[config.mk]
export PLATFORM = sky130hd
export DESIGN_NAME = flv_tag_stream_demux_unit
export DESIGN_NICKNAME = d
export VERILOG_FILES = /design/src/flvdmx_pkg.sv /design/src/flvdmx_parse.sv /design/src/flv_tag_stream_demux_unit.sv
export SDC_FILE = /design/constraint.sdc
export NUM_CORES = 1
export LEC_CHECK = 0
export ABC_CLOCK_PERIOD_IN_PS = 4270
export BUFFER_PORTS_ARGS = -buffer_cell sky130_fd_sc_hd__buf_2
export CELL_PAD_IN_SITES_DETAIL_PLACEMENT = 2
export CELL_PAD_IN_SITES_GLOBAL_PLACEMENT = 2
export CORE_ASPECT_RATIO = 1.4
export CORE_MARGIN = 2
export CORE_UTILIZATION = 34
export DETAILED_ROUTE_END_ITERATION = 8
export PLACE_DENSITY_LB_ADDON = 0.1
export SETUP_SLACK_MARGIN = 0.05
export SLEW_MARGIN = 10
export SYNTH_ARGS = -nofsm -noshare
export SYNTH_HDL_FRONTEND = slang
export SYNTH_SLANG_ARGS = --single-unit
[constraint.sdc]
create_clock -name clk -period 4.27 [get_ports clk]
set_clock_uncertainty 0.05 [all_clocks]
set_input_delay 0.854 -clock clk [delete_from_list [all_inputs] [get_ports clk]]
set_output_delay 0.854 -clock clk [all_outputs]
set_load 0.1 [all_outputs]
[src/flvdmx_pkg.sv]
// Package: types and codes shared by the FLV tag stream demux.
package flvdmx_pkg;

  localparam logic [7:0] TYPE_AUDIO  = 8'd8;
  localparam logic [7:0] TYPE_VIDEO  = 8'd9;
  localparam logic [7:0] TYPE_SCRIPT = 8'd18;

  localparam logic [1:0] ROUTE_DROP  = 2'd0;
  localparam logic [1:0] ROUTE_AUDIO = 2'd1;
  localparam logic [1:0] ROUTE_VIDEO = 2'd2;
  localparam logic [1:0] ROUTE_HEAD  = 2'd3;

  localparam logic [1:0] EV_NONE  = 2'd0;
  localparam logic [1:0] EV_TAG   = 2'd1;
  localparam logic [1:0] EV_AUDIO = 2'd2;
  localparam logic [1:0] EV_VIDEO = 2'd3;

  localparam logic [1:0] KIND_AUDIO  = 2'd0;
  localparam logic [1:0] KIND_VIDEO  = 2'd1;
  localparam logic [1:0] KIND_SCRIPT = 2'd2;
  localparam logic [1:0] KIND_OTHER  = 2'd3;

  localparam logic [0:0] REG_AUDIO_EN = 1'd0;
  localparam logic [0:0] REG_VIDEO_EN = 1'd1;

  localparam logic [31:0] HEAD_MIN_LEN = 32'd9;
  localparam logic [31:0] HEAD_OFS_POS = 32'd5;
  localparam logic [31:0] HEAD_LAST    = 32'd8;
  localparam logic [31:0] PREV_LAST    = 32'd3;
  localparam logic [31:0] SIZE_LAST    = 32'd3;
  localparam logic [31:0] TIME_LAST    = 32'd6;
  localparam logic [31:0] TAGH_LAST    = 32'd10;

  typedef struct packed {
    logic audio_en;
    logic video_en;
  } cfg_t;

  typedef struct packed {
    logic [3:0]  video_codec;
    logic [3:0]  video_frame;
    logic        audio_stereo;
    logic        audio_wide;
    logic [1:0]  audio_rate;
    logic [3:0]  audio_format;
    logic [23:0] tag_time;
    logic [23:0] tag_size;
    logic [1:0]  tag_kind;
    logic [1:0]  event_res;
    logic [1:0]  route;
    logic [7:0]  out_byte;
  } res_t;

endpackage

[src/flvdmx_parse.sv]
// Parser state and single-pass next-state / result logic for one byte.
module flvdmx_parse (
  input  logic               clk,
  input  logic               rst,
  input  logic               adv,
  input  logic [7:0]         in_byte,
  input  logic               file_start,
  input  flvdmx_pkg::cfg_t   cfg,
  output flvdmx_pkg::res_t   res
);
  import flvdmx_pkg::*;

  typedef enum logic [2:0] {
    PH_HEAD = 3'd0,
    PH_SKIP = 3'd1,
    PH_PREV = 3'd2,
    PH_TAGH = 3'd3,
    PH_DATA = 3'd4
  } phase_t;

  phase_t      phase, phase_next, ph_cur;
  logic [31:0] byte_count, byte_count_next, bc_cur;
  logic [31:0] header_offset, header_offset_next, ho_cur;
  logic [7:0]  cur_type, cur_type_next, ty_cur;
  logic [23:0] cur_size, cur_size_next, sz_cur;
  logic [23:0] cur_time, cur_time_next, tm_cur;
  logic        after_video, after_video_next, av_cur;
  logic [32:0] bc_inc;

  always_comb begin
    if (file_start) begin
      ph_cur = PH_HEAD;
      bc_cur = '0;
      ho_cur = '0;
      ty_cur = '0;
      sz_cur = '0;
      tm_cur = '0;
      av_cur = 1'b0;
    end else begin
      ph_cur = phase;
      bc_cur = byte_count;
      ho_cur = header_offset;
      ty_cur = cur_type;
      sz_cur = cur_size;
      tm_cur = cur_time;
      av_cur = after_video;
    end
  end

  assign bc_inc = {1'b0, bc_cur} + 33'd1;

  always_comb begin
    phase_next         = ph_cur;
    byte_count_next    = bc_cur;
    header_offset_next = ho_cur;
    cur_type_next      = ty_cur;
    cur_size_next      = sz_cur;
    cur_time_next      = tm_cur;
    after_video_next   = av_cur;
    res                = '0;
    res.out_byte       = in_byte;

    unique case (ph_cur)
      PH_SKIP: begin
        res.route = ROUTE_HEAD;
        if (bc_inc >= {1'b0, ho_cur}) begin
          phase_next      = PH_PREV;
          byte_count_next = '0;
        end else begin
          byte_count_next = bc_inc[31:0];
        end
      end
      PH_PREV: begin
        res.route = (av_cur && cfg.video_en) ? ROUTE_VIDEO : ROUTE_DROP;
        if (bc_cur >= PREV_LAST) begin
          after_video_next = 1'b0;
          phase_next       = PH_TAGH;
          byte_count_next  = '0;
        end else begin
          byte_count_next = bc_inc[31:0];
        end
      end
      PH_TAGH: begin
        if (bc_cur == '0) begin
          cur_type_next = in_byte;
        end else if (bc_cur <= SIZE_LAST) begin
          cur_size_next = {sz_cur[15:0], in_byte};
        end else if (bc_cur <= TIME_LAST) begin
          cur_time_next = {tm_cur[15:0], in_byte};
        end
        res.route = (cur_type_next == TYPE_VIDEO && cfg.video_en) ? ROUTE_VIDEO : ROUTE_DROP;
        if (bc_cur >= TAGH_LAST) begin
          res.event_res   = EV_TAG;
          byte_count_next = '0;
          if (cur_size_next == '0) begin
            after_video_next = (cur_type_next == TYPE_VIDEO);
            phase_next       = PH_PREV;
          end else begin
            phase_next = PH_DATA;
          end
        end else begin
          byte_count_next = bc_inc[31:0];
        end
      end
      PH_DATA: begin
        if (ty_cur == TYPE_AUDIO) begin
          if (bc_cur == '0) begin
            res.event_res    = EV_AUDIO;
            res.audio_format = in_byte[7:4];
            res.audio_rate   = in_byte[3:2];
            res.audio_wide   = in_byte[1];
            res.audio_stereo = in_byte[0];
          end else if (cfg.audio_en) begin
            res.route = ROUTE_AUDIO;
          end
        end else if (ty_cur == TYPE_VIDEO) begin
          if (bc_cur == '0) begin
            res.event_res   = EV_VIDEO;
            res.video_frame = in_byte[7:4];
            res.video_codec = in_byte[3:0];
          end
          res.route = cfg.video_en ? ROUTE_VIDEO : ROUTE_DROP;
        end
        if (bc_inc >= {9'd0, sz_cur}) begin
          after_video_next = (ty_cur == TYPE_VIDEO);
          phase_next       = PH_PREV;
          byte_count_next  = '0;
        end else begin
          byte_count_next = bc_inc[31:0];
        end
      end
      default: begin
        res.route = ROUTE_HEAD;
        if (bc_cur >= HEAD_OFS_POS) begin
          header_offset_next = {ho_cur[23:0], in_byte};
        end
        if (bc_cur >= HEAD_LAST) begin
          if (header_offset_next > HEAD_MIN_LEN) begin
            phase_next      = PH_SKIP;
            byte_count_next = HEAD_MIN_LEN;
          end else begin
            phase_next      = PH_PREV;
            byte_count_next = '0;
          end
        end else begin
          byte_count_next = bc_inc[31:0];
        end
      end
    endcase

    if (cur_type_next == TYPE_AUDIO) begin
      res.tag_kind = KIND_AUDIO;
    end else if (cur_type_next == TYPE_VIDEO) begin
      res.tag_kind = KIND_VIDEO;
    end else if (cur_type_next == TYPE_SCRIPT) begin
      res.tag_kind = KIND_SCRIPT;
    end else begin
      res.tag_kind = KIND_OTHER;
    end
    res.tag_size = cur_size_next;
    res.tag_time = cur_time_next;
  end

  always_ff @(posedge clk) begin
    if (rst) begin
      phase         <= PH_HEAD;
      byte_count    <= '0;
      header_offset <= '0;
      cur_type      <= '0;
      cur_size      <= '0;
      cur_time      <= '0;
      after_video   <= 1'b0;
    end else if (adv) begin
      phase         <= phase_next;
      byte_count    <= byte_count_next;
      header_offset <= header_offset_next;
      cur_type      <= cur_type_next;
      cur_size      <= cur_size_next;
      cur_time      <= cur_time_next;
      after_video   <= after_video_next;
    end
  end

endmodule

[src/flv_tag_stream_demux_unit.sv]
// Top level: FLV tag stream demux, one file byte per beat in, one tagged byte per beat out.
// Takes an FLV file one byte per beat and returns each byte with its route (drop, audio
// payload, video stream, file header), a parse event, the current tag kind, size and
// timestamp, and the decoded audio or video info on the first data byte of a tag. Each
// accepted byte yields exactly one result beat, in the next cycle, from the result register;
// one byte is taken every clock while the result side keeps up, the rate being set by the
// combinational parse step. s_tuser marks the first byte of a file and restarts the parse.
// No clearing pass follows reset. The enables are sampled per byte and take effect at once.
module flv_tag_stream_demux_unit (
  input  logic        clk,
  input  logic        rst,
  input  logic        s_tvalid,
  output logic        s_tready,
  input  logic [7:0]  s_tdata,   // [7:0] in_byte
  input  logic [0:0]  s_tuser,   // [0] file_start
  output logic        m_tvalid,
  input  logic        m_tready,
  // [7:0] out_byte, [31:8] tag_size, [55:32] tag_time, [59:56] audio_format,
  // [61:60] audio_rate, [62] audio_wide, [63] audio_stereo, [67:64] video_frame,
  // [71:68] video_codec
  output logic [71:0] m_tdata,
  output logic [5:0]  m_tuser,   // [1:0] route, [3:2] event_res, [5:4] tag_kind
  input  logic        cfg_we,
  input  logic [0:0]  cfg_index,
  input  logic [0:0]  cfg_data
);
  import flvdmx_pkg::*;

  cfg_t cfg;
  res_t res;
  res_t res_q;
  logic adv;

  assign s_tready = !m_tvalid || m_tready;
  assign adv      = s_tvalid && s_tready;

  always_ff @(posedge clk) begin
    if (rst) begin
      cfg.audio_en <= 1'b1;
      cfg.video_en <= 1'b1;
    end else if (cfg_we) begin
      unique case (cfg_index)
        REG_AUDIO_EN: cfg.audio_en <= cfg_data[0];
        REG_VIDEO_EN: cfg.video_en <= cfg_data[0];
        default: ;
      endcase
    end
  end

  flvdmx_parse u_parse (
    .clk        (clk),
    .rst        (rst),
    .adv        (adv),
    .in_byte    (s_tdata),
    .file_start (s_tuser[0]),
    .cfg        (cfg),
    .res        (res)
  );

  always_ff @(posedge clk) begin
    if (rst) begin
      m_tvalid <= 1'b0;
    end else if (s_tready) begin
      m_tvalid <= s_tvalid;
    end
  end

  always_ff @(posedge clk) begin
    if (adv) begin
      res_q <= res;
    end
  end

  assign m_tdata = {res_q.video_codec, res_q.video_frame, res_q.audio_stereo,
                    res_q.audio_wide, res_q.audio_rate, res_q.audio_format,
                    res_q.tag_time, res_q.tag_size, res_q.out_byte};
  assign m_tuser = {res_q.tag_kind, res_q.event_res, res_q.route};

endmodule

==> impl_metrics.json <==
{
  "status": "complete, but fails checks",
  "violations": "negative setup slack",
  "n_fill_cell": 3284,
  "layout-drive-gt1-share_pct": 23.6,
  "power_density_nw_per_um2": 353,
  "vias_per_cell": 5.52,
  "hold_violations": 0,
  "grtUsageMet1_pct": 26.3,
  "rsz0062_at_grt": "yes",
  "cp-start-kind": "primary input",
  "synth_seq_cells": 205,
  "p_total_mw": 4.66,
  "synth_cells": 1148,
  "gr-usage-met3_pct": 3.28,
  "area_growth_pct": 26.6,
  "clock-root-buffer": "clkbuf_16",
  "crit_path_end_kind": "flop",
  "numCtsBuffers": 23,
  "routedWlPerCell_um": 23.3,
  "fin_ws_ns": -0.0844,
  "cts_tree": "yes",
  "ys_seq_area_share_pct": 46.9,
  "async_flop_share_pct": 0,
  "slew_viol_final": 0,
  "use_met2_pct": 46.4,
  "setup_violations": 25,
  "worstSkewPairLatency_ns": 0.53,
  "tightest_slew_ns": 0.911,
  "yosys_warnings": 0,
  "diodes": 0,
  "pre_cts_slack_ns": -0.399,
  "swShare_pct": 29.2,
  "cp-startpoint": "s_tuser",
  "final_common_cell": "nand2_1",
  "yosysUniqueCellTypes": 75,
  "worst-setup-path-type": "primary input to flop",
  "die-width_um": 152,
  "ir_drop_mv": 0.335,
  "ant_nets": 0,
  "die_h_um": 211,
  "grt_pass1_vias": 10400,
  "portBuffers": 95,
  "ios": 96,
  "hpwl_mm": 28.4,
  "crit_required_ns": 4.68,
  "grt_max_degree": 59,
  "core_um2": 30000,
  "hp-start": "u_parse.cur_size[14]",
  "drtIter0Drc": 361,
  "slew_headroom_pct": 38.7,
  "power.switching_mw": 1.36,
  "syn-num-nets": 1220,
  "cts.path.max_buffers": 3,
  "grt_first_pass_wirelength_mm": 60.4,
  "fin_crit_ns": 4.35,
  "fmax_mhz": 230,
  "initial_utilization_pct": 34.7,
  "finalSetupTns_ns": -1.47,
  "std_cell_rows": 75,
  "grt.busiest_layer": "met2",
  "antenna_found_initial": 0,
  "grt-ovfl-total": 0,
  "r2r-start": "u_parse.byte_count[7]",
  "gp_congestion": 0.859,
  "netlist_area_um2": 10400,
  "grt_usage_pct": 23.9,
  "seq_power_share_pct": 44.9,
  "cap_violations": 0,
  "power_frac_comb_pct": 12.8,
  "cts.sinks": 205,
  "synth_top_cell_area_share_pct": 24.4,
  "clockPowerShare_pct": 42.3,
  "clkTransAtPathRegs_ns": 0.06,
  "htreeDepth": 1,
  "p_int_mw": 3.30,
  "synth_edf_count": 78,
  "worstPathMaxFanout": 6,
  "die-area_um2": 32100,
  "vias": 9540,
  "fin_crit_sh_pct": 102,
  "routed_wl_mm": 40.3,
  "leakage_nw": 5.13,
  "nets": 1400,
  "cts_hold_buf": 0,
  "final_cell_mix": "190 x nand2_1, 123 x dfxtp_1, 122 x buf_4",
  "synth_largest_area_cell": "dfxtp_1",
  "drt_pass1_iterations": 7,
  "drc": 0,
  "synth_area_leaders": "dfxtp_1 24%, edfxtp_1 22%, nand2_1 6.9%",
  "cp.arrival_ns": 4.77,
  "avgSynthCellArea_um2": 9.07,
  "hp-class": "flop to flop",
  "ys.flop_type": "dfxtp_1"
}
## critical path, cell delays in order
cell,delay (ns)
buf_12,0.11
nand4b_1,0.21
nor4_4,0.33
nor3b_4,0.25
and2_4,0.20
nand2_4,0.06
xor2_2,0.22
nor2_2,0.08
ha_1,0.36
a2111oi_4,0.32
o21ai_1,0.12
o21ai_2,0.09
o211ai_1,0.12
a311oi_1,0.30
buf_4,0.16
nand4_1,0.15
a211oi_4,0.34
buf_6,0.20
clkbuf_16,0.15
a22o_1,0.12
## power by group through the flow
| stage | clock, mW | combinational (mW) | sequential (mW) |
|---|---|---|---|
| after floorplan | 0 | 0.159 | 2.38 |
| after global placement | 0 | 0.562 | 2.13 |
| after detailed placement | 0 | 0.569 | 2.13 |
| after CTS | 2.02 | 0.572 | 2.09 |
| after global routing | 2.09 | 0.627 | 2.09 |
| final | 1.97 | 0.596 | 2.09 |
## logic make-up (layout without fill, tap and decap cells)
family	after synthesis	after routing	synth area share, %
flops	205	205	46.9
buf+inv	94	290	3.69
compound gates	251	251	15.8
simple gates	490	490	22.2
xor+xnor	27	27	2.27
fa+ha+maj	56	56	6.73
mux	25	25	2.43
## per-layer routing
metal | share of wire (%) | vias up
met4 | 4.5 | 0
li1 | - | 4497
met1 | 39 | 4825
met3 | 3.3 | 73
met2 | 53 | 145
met5 | 0 | -
## final cells by class
cell class | instances | area (um^2) | area share, %
repair buffers | 231 | 1680 | 12.7
multi-input cells | 849 | 5340 | 40.5
inverters | 18 | 70.1 | 0.531
clock buffers | 27 | 621 | 4.71
flip-flops and latches | 205 | 4890 | 37.1
well taps | 385 | 482 | 3.65
clock inverters | 14 | 113 | 0.854
## Yosys cell counts, types with 5 or more instances
cell      count
o21ai_0      47
nand4_1      21
a21o_1        5
mux2i_1      23
buf_1        10
ha_1         56
a21oi_1      75
nor2b_1      16
buf_2         7
nand2b_1      5
o21ai_1       6
a211oi_1      6
nor3_1       31
xnor2_1      12
edfxtp_1     78
nor2_1      125
inv_1        17
or3_1         5
dfxtp_1     127
and2_1       20
nor4_1       24
a22oi_1      42
nand3_1      16
nand2_1     192
a22o_1       29
xor2_1       15
clkbuf_1     54
## flip-flops by register name, summed over array words and instances (netlist names)
signal	count
m_tuser	6
u_parse.cur_type	8
m_tdata	72
cfg	2
u_parse.cur_time	24
u_parse.after_video	1
u_parse.phase	3
u_parse.cur_size	24
u_parse.header_offset	32
m_tvalid	1
u_parse.byte_count	32
## final timing paths
path,cells past startpoint,end,slack (ns)
hold reg to reg,2,u_parse.cur_size[14],0.42
hold / removal,2,u_parse.cur_size[14],0.42
setup reg to reg,19,u_parse.byte_count[2],0
setup / recovery,20,u_parse.byte_count[2],-0.08
## repair_timing
item                       in CTS  in global routing
pin swaps                       0                 20
setup buffers                   0                  9
resized for setup               3                 38
setup endpoints to repair      29                 35
gates cloned                    0                  4
## per-stage QoR
step / hold slack [ns] / cells / utilization [%] / cell area, um^2
after floorplan: 0.394 / 1148 / - / 10400
after CTS: 0.427 / 1717 / 42.9 / 12900
after global routing: 0.449 / 1729 / 43.9 / 13200
after detailed placement: 0.416 / 1676 / 40.4 / 12100
final: 0.425 / 1729 / 43.9 / 13200
after global placement: 0.406 / 1676 / 40.4 / 12100
No activity file was read; power rests on OpenSTA's default activity.
